--- config.mk ---
export PLATFORM = sky130hd
export DESIGN_NAME = dse_div
export DESIGN_NICKNAME = d
export VERILOG_FILES = /design/src/hdl/dse_div.sv
export SDC_FILE = /design/constraint.sdc
export NUM_CORES = 1
export LEC_CHECK = 0
export ABC_AREA = 1
export BUFFER_PORTS_ARGS = -buffer_cell sky130_fd_sc_hd__buf_2
export CORE_UTILIZATION = 50
export CTS_CLUSTER_DIAMETER = 150
export DETAILED_ROUTE_END_ITERATION = 12
export GPL_ROUTABILITY_DRIVEN = 1
export PLACE_DENSITY = 0.87
export SLEW_MARGIN = 20
export SYNTH_ARGS = -nofsm -noshare
export SYNTH_HDL_FRONTEND = slang
export SYNTH_SLANG_ARGS = --single-unit
--- constraint.sdc ---
create_clock -name clk -period 2.5 [get_ports clk]
set_input_delay 0.125 -clock clk [delete_from_list [all_inputs] [get_ports clk]]
set_output_delay 0.125 -clock clk [all_outputs]
set_load 0.005 [all_outputs]
--- src/hdl/dse_div.sv ---
// Restoring divider, one quotient bit per cycle, unsigned operands.
// Standalone; used by descriptive_statistics_engine.
module dse_div
#(
    parameter int XW = 82,
    parameter int DW = 18
)
(
    input  logic          clk,
    input  logic          rst_n,
    input  logic          start,
    input  logic [XW-1:0] dividend,
    input  logic [DW-1:0] divisor,
    output logic [XW-1:0] quotient,
    output logic          done
);

    localparam int CNT_W = $clog2(XW + 1);

    logic [XW-1:0]    quo_reg;
    logic [DW-1:0]    rem_reg;
    logic [DW-1:0]    div_reg;
    logic [CNT_W-1:0] cnt_reg;
    logic             busy_reg;
    logic             done_reg;
    logic [DW:0]      rem_sh;
    logic             fits;
    logic [DW-1:0]    rem_next;

    always_comb
    begin
        rem_sh   = {rem_reg, quo_reg[XW-1]};
        fits     = rem_sh >= {1'b0, div_reg};
        rem_next = fits ? DW'(rem_sh - {1'b0, div_reg}) : DW'(rem_sh);
    end

    always_ff @(posedge clk or negedge rst_n)
    begin
        if (!rst_n)
        begin
            quo_reg  <= '0;
            rem_reg  <= '0;
            div_reg  <= '0;
            cnt_reg  <= '0;
            busy_reg <= 1'b0;
            done_reg <= 1'b0;
        end
        else
        begin
            done_reg <= 1'b0;
            if (start)
            begin
                quo_reg  <= dividend;
                rem_reg  <= '0;
                div_reg  <= divisor;
                cnt_reg  <= CNT_W'(XW);
                busy_reg <= 1'b1;
            end
            else if (busy_reg)
            begin
                quo_reg <= {quo_reg[XW-2:0], fits};
                rem_reg <= rem_next;
                cnt_reg <= cnt_reg - CNT_W'(1);
                if (cnt_reg == CNT_W'(1))
                begin
                    busy_reg <= 1'b0;
                    done_reg <= 1'b1;
                end
            end
        end
    end

    assign quotient  = quo_reg;
    assign done      = done_reg;

endmodule

# Word-level counts from Yosys, hierarchy flattened

Index checks and enable logic that the tools add are counted.

Output and inout bits: 83
Input port bits: 103
Memories kept: 0
ROM bits: 0
Memory bits (writable): 0
Word-level logic and storage cells: 24
Flip-flop bits (word level): 127
Latch bits: 0

Mux-type cells: 13
Shift operators: 0
Divide/modulo/power cells: 0
Bitwise operators: 0
Add/subtract/negate cells: 2
Multipliers: 0
Order comparisons: 1
Reductions and logical operators: 1
Equal/unequal tests: 1

Operator list:

| operator              | count |
|---|---|
| $mux W82              | 2 |
| $mux W18              | 3 |
| $ge A19 B18 Y1        | 1 |
| $sub A18 B18 Y18      | 1 |
| $mux W7               | 2 |
| $eq A7 B1 Y1 const B  | 1 |
| $sub A7 B1 Y7 const B | 1 |
| $mux W1               | 6 |
| $reduce_bool A2 Y1    | 1 |

# Depth between registers and ports, before layout

Word-level depth: 4
Depth in mapped cells: 16
Mapped depth without buffers: 16

# Worst setup path after synthesis

Ideal clock, no wire load.

Kind: register -> register
Start: register quo_reg[81], in the netlist quotient[81]
End: register rem_reg[10]
Path buffers: 0
Slack: 629 ps
Clock period less this slack: 1871 ps
Stages on the path, launching flop included: 17
Setup time: 117 ps
Required time: 2383 ps
Data arrival time: 1754 ps
Cells stage by stage: dfrtp_1 > inv_1 > ha_1 > inv_1 > fa_1 > nand3_1 > nand2_1 > nand2_1 > nand2_1 > nand2_1 > nand2_1 > nand2_1 > nand2_1 > nand2_1 > nand2_1 > nand2_1 > nand2_1

Word-level cells in the longest chain between the ends: 4
Elaborated cells between the ends (all ways): 5
Classes of those cells: add/sub: 1; order compare: 1; mux: 3

Ends and longest elaborated chain:

| item                                               | RTL line | text |
|---|---|---|
| from (decl)                                        | 20       | `logic [XW-1:0] quo_reg;` |
| from (signal assigned)                             | 53       | `quo_reg <= dividend;` |
| from (signal assigned)                             | 61       | `quo_reg <= {quo_reg[XW-2:0], fits};` |
| $sub A18 B18 Y18 or $ge A19 B18 Y1 (tied branches) | 34, 33   |  |
| $mux W18 *                                         | 34       | `rem_next = fits ? DW'(rem_sh - {1'b0, div_reg}) : DW'(rem_sh);` |
| $mux W18 *                                         | 59       | `else if (busy_reg)` |
| $mux W18 *                                         | 51       | `if (start)` |
| to (signal assigned)                               | 62       | `rem_reg <= rem_next;` |
| to (decl)                                          | 21       | `logic [DW-1:0] rem_reg;` |

Mark *: on every way between the ends. The rest lies on a longest branch, timed or not. The select of a mux whose other input is x is not followed.
A chain may end at the register's enable or synchronous reset.

# Worst setup path in the final report

Start: register rem_reg[14]
End: register rem_reg[10]

Word-level cells in the longest chain between the ends: 4

Ends and longest elaborated chain:

| item           | RTL line | text |
|---|---|---|
| $ge A19 B18 Y1 | 33       | `fits = rem_sh >= {1'b0, div_reg};` |
| $mux W18       | 34       |  |
| $mux W18       | 59       |  |
| $mux W18       | 51       |  |

No other way between the ends. The select of a mux whose other input is x is not followed.

==> results.md <==
Layout:
- After filler insertion, the fill cell instance count of the layout stands at about 870.
- The fraction of final layout cells with drive strength greater than 1 is 22.2%.
- The net count of the finished layout is 1,263.
- The layout overhead on the synthesized area is 39.3%.
- After routing the design area is between 9000 and 10,000 µm².
- The register with the most flip-flops in the layout has between 80 and 90 of them.

Clock tree:
- The worst-skew pair later-pin latency is 0.42 ns.
- TritonCTS built the clock tree.
- The number of setup buffers added after CTS is 0.
- TritonCTS created 17 clock buffers.
- CTS built an H-tree with a depth of 4.
- The clock passes through at most 2 buffers.
- The clock transition time at the flip-flop clock pins of the worst setup and hold paths is 0.05 ns.
- In this run the clock root is driven by a clkbuf_16.
- For this design, the sink count on the clock tree is 127.

Global routing:
- Global routing consumed, over all layers together, 35.5% of the routing resources.
- The first-pass GRT wire length is 38.7 mm.
- The initial antenna violation count is 1.
- Entering global routing, the biggest net connects 62 pins.
- The sum of overflow across all layers after global routing is 0.
- The number of global-route vias before repair is slightly below 8,000.

Setup path:
- The top fanout value on the critical path is 8.
- The type of the worst setup path is register to register.
- The reg2reg setup slack is 0.32 ns.
- The critical path capture point type is a register.
- STA classifies the critical path startpoint as a register.
- The data arrival at the endpoint of the critical path is around 2.5 ns.
- STA puts the critical path data required time at roughly 2.8 ns.

Synth:
- The share of async-settable or async-resettable flops after synthesis is 100%.
- Yosys mapped a number of flops with a built-in enable equal to 0.
- A synthesized cell averages 7.89 µm².
- The summed instance area of the synthesized netlist is 6780 µm².
- The sequential share of the synthesized area is 46.9%.
- After synthesis the netlist holds a flip-flop and latch count of 127.
- The number of warnings reported in the yosys synthesis log is 0.
- The number of cells produced by synthesis is 859.
- The distinct cell type count of the synthesized netlist is 31.
- The net count after synthesis is 983.
- The most used flip-flop cell after synthesis is dfrtp_1.

STA:
- Clock skew on the completed layout was measured at 0.0106 ns.
- Setup repair after global routing left no endpoint under its margin.
- Summed over all failing endpoints, the final setup total negative slack is 0 ns.
- The worst path in the final design needs a cycle of around 2.2 ns, including I/O delays and setup.
- The count of endpoints failing setup in the final report is 0.
- Derived from the worst setup path, the maximum achievable clock frequency is 458 MHz.
- The count of final hold-check violations is 0.
- The number of pins exceeding their max-slew limit in the final report was 0.
- Of the available clock period, the critical path in the final layout requires between 80% and 90%.
- The slew at the pin closest to its max-slew limit is 0.687 ns.
- The relative max-transition margin is 54.2%.

Placement:
- The post-DP HPWL is 13.1 mm.
- The placer's final routability congestion estimate is around 0.90.
- The area after detailed placement is 7900 µm².
- The number of buffers inserted by port buffering is ~190.

Floorplan:
- The die area is approximately 14,000 µm².
- In this run the vertical extent of the chip is ~120 µm.
- 186 I/O pins were placed.
- The floorplan step set the die width to 118 µm.
- In this run the core area contains 42 standard-cell rows.
- For this configuration, the core starts out at a cell density of 51.2%.
- The floorplan step defined a core boundary enclosing 13,200 µm².

Power:
- The worst-case IR drop observed on VDD is between 0.0004 and 0.0005 V.
- The analysis attributes to cell leakage a power of 5.08 nW.
- The cell area power density is slightly below 800 nW/µm².

Run:
- The reported max-cap violation count is 0.

Outcome:
- The flow ran to the end, and the final reports show no timing, DRC or antenna violations.

Detailed routing:
- The first detailed-routing pass ran for 6 iterations.
- The final route contains 7,463 vias.
- The ratio of routed vias to standard cells is 5.62.
- The average wire per cell in the routed design is roughly 18 µm.
- The detailed router's first-iteration violation count is 580.
- The remaining antenna violation count after routing is 0.
- The total wire length after detailed routing is 23.8 mm.
- The number of remaining DRC errors is 0.

Hold path:
- The tightest min-delay check is of the input pin to async pin type.
synthesized netlist by cell type, types with 4 or more instances:
master / number / area, µm²
inv_1: 129 / 484
buf_2: 8 / 40.0
o221ai_1: 44 / 385
o211ai_1: 19 / 143
a21oi_1: 13 / 65.1
xor2_1: 5 / 43.8
nand2_2: 5 / 31.3
o21ai_1: 9 / 45.0
o21ai_0: 22 / 110
nand2_1: 297 / 1110
clkbuf_1: 24 / 90.1
nor2_1: 27 / 101
nand3_1: 50 / 250
ha_1: 20 / 250
nand3b_1: 9 / 67.6
nand2_4: 6 / 67.6
nor2_2: 4 / 25.0
dfrtp_1: 127 / 3180
inv_2: 11 / 41.3
a22oi_1: 12 / 90.1
where the power goes:
part	internal [W]	leakage [nW]	total [W]	switching [W]
registers	0.00234	1.56	0.00256	0.000221
clock network	0.00135	0.246	0.00228	0.000933
logic	0.00101	3.27	0.00256	0.00155
total	0.00470	5.08	0.00740	0.00270
worst paths after layout:
check / endpoint / startpoint / cells past startpoint
max: rem_reg[10] / rem_reg[14] / 12
min: div_reg[4] / rst_n / 2
max reg2reg: rem_reg[10] / rem_reg[14] / 12
min reg2reg: rem_reg[12] / rem_reg[12] / 2
max in group asynchronous: quotient[66] / rst_n / 3
min in group clk: cnt_reg[0] / start / 4
per-stage QoR:
step	utilization [%]	instances	setup slack (ns)	hold WS, ns	power [W]
CTS	71.3	1326	0.314	0.316	0.00728
floorplan	-	859	0.629	-0.171	0.00422
finish	71.3	1327	0.318	0.292	0.00740
detailed placement	59.6	1195	0.347	0.206	0.00490
global route	71.3	1327	0.104	0.364	0.00783
global placement	59.6	1195	0.421	0.213	0.00484
cells by family (layout without fill, tap and decap cells):
group	count (synthesis)	after routing	share of synthesized area, %
AOI/OAI and AO/OA	121	121	12.6
xor gates and xnor gates	8	8	1.03
adders and majority gates	21	21	3.99
buffers and inverters	177	468	10.2
DFF	127	127	46.9
other	0	1	0
and+or+nand+nor	405	405	25.2
area by class of cell:
| type | count | area [µm²] | share of cell area, % |
|---|---|---|---|
| antenna | 1 | 2.50 | 0.0265 |
| clock buffer | 19 | 433 | 4.59 |
| clock inverter | 11 | 96.3 | 1.02 |
| inverter | 140 | 526 | 5.57 |
| multi-input combinational | 555 | 2920 | 30.9 |
| sequential | 127 | 3180 | 33.7 |
| tap | 176 | 220 | 2.33 |
| timing repair buffer | 298 | 2070 | 21.9 |
metal layers:
metal	up-vias	global-route usage, %	part of all wire, %
li1	3334	-	-
met1	3459	39.7	36
met5	-	0	0
met2	512	59.2	48
met3	158	9.46	9.4
met4	0	24.3	7.3
worst max-delay path, cell delays in order, from the launching register on:
cell	delay [ns]
dfrtp_1	0.40
ha_1	0.37
nand2_1	0.11
inv_1	0.05
nand2_1	0.08
inv_1	0.08
a21oi_1	0.15
nand4_1	0.31
buf_4	0.29
nand2_1	0.06
nand2_1	0.04
nand2_1	0.05
nand2_1	0.06
what timing repair did:
item | CTS | global route
setup endpoints to repair | 0 | 0
hold endpoints to repair | 149 | 0
hold buffers | 101 | 0
resized for setup | 0 | 0
placed cells by master, fill, tap and decap left out, drive strengths merged, types with 15 or more instances in the layout:
| cell type | synthesis | final |
|---|---|---|
| dlygate4sd3 | 0 | 101 |
| buf | 13 | 197 |
| o21ai | 31 | 31 |
| inv | 140 | 140 |
| o221ai | 44 | 44 |
| nand3 | 50 | 50 |
| clkbuf | 24 | 19 |
| o211ai | 19 | 19 |
| a21oi | 15 | 15 |
| ha | 20 | 20 |
| nor2 | 32 | 32 |
| dfrtp | 127 | 127 |
| nand2 | 308 | 308 |
Note: power is estimated with default switching activity, not from simulation.
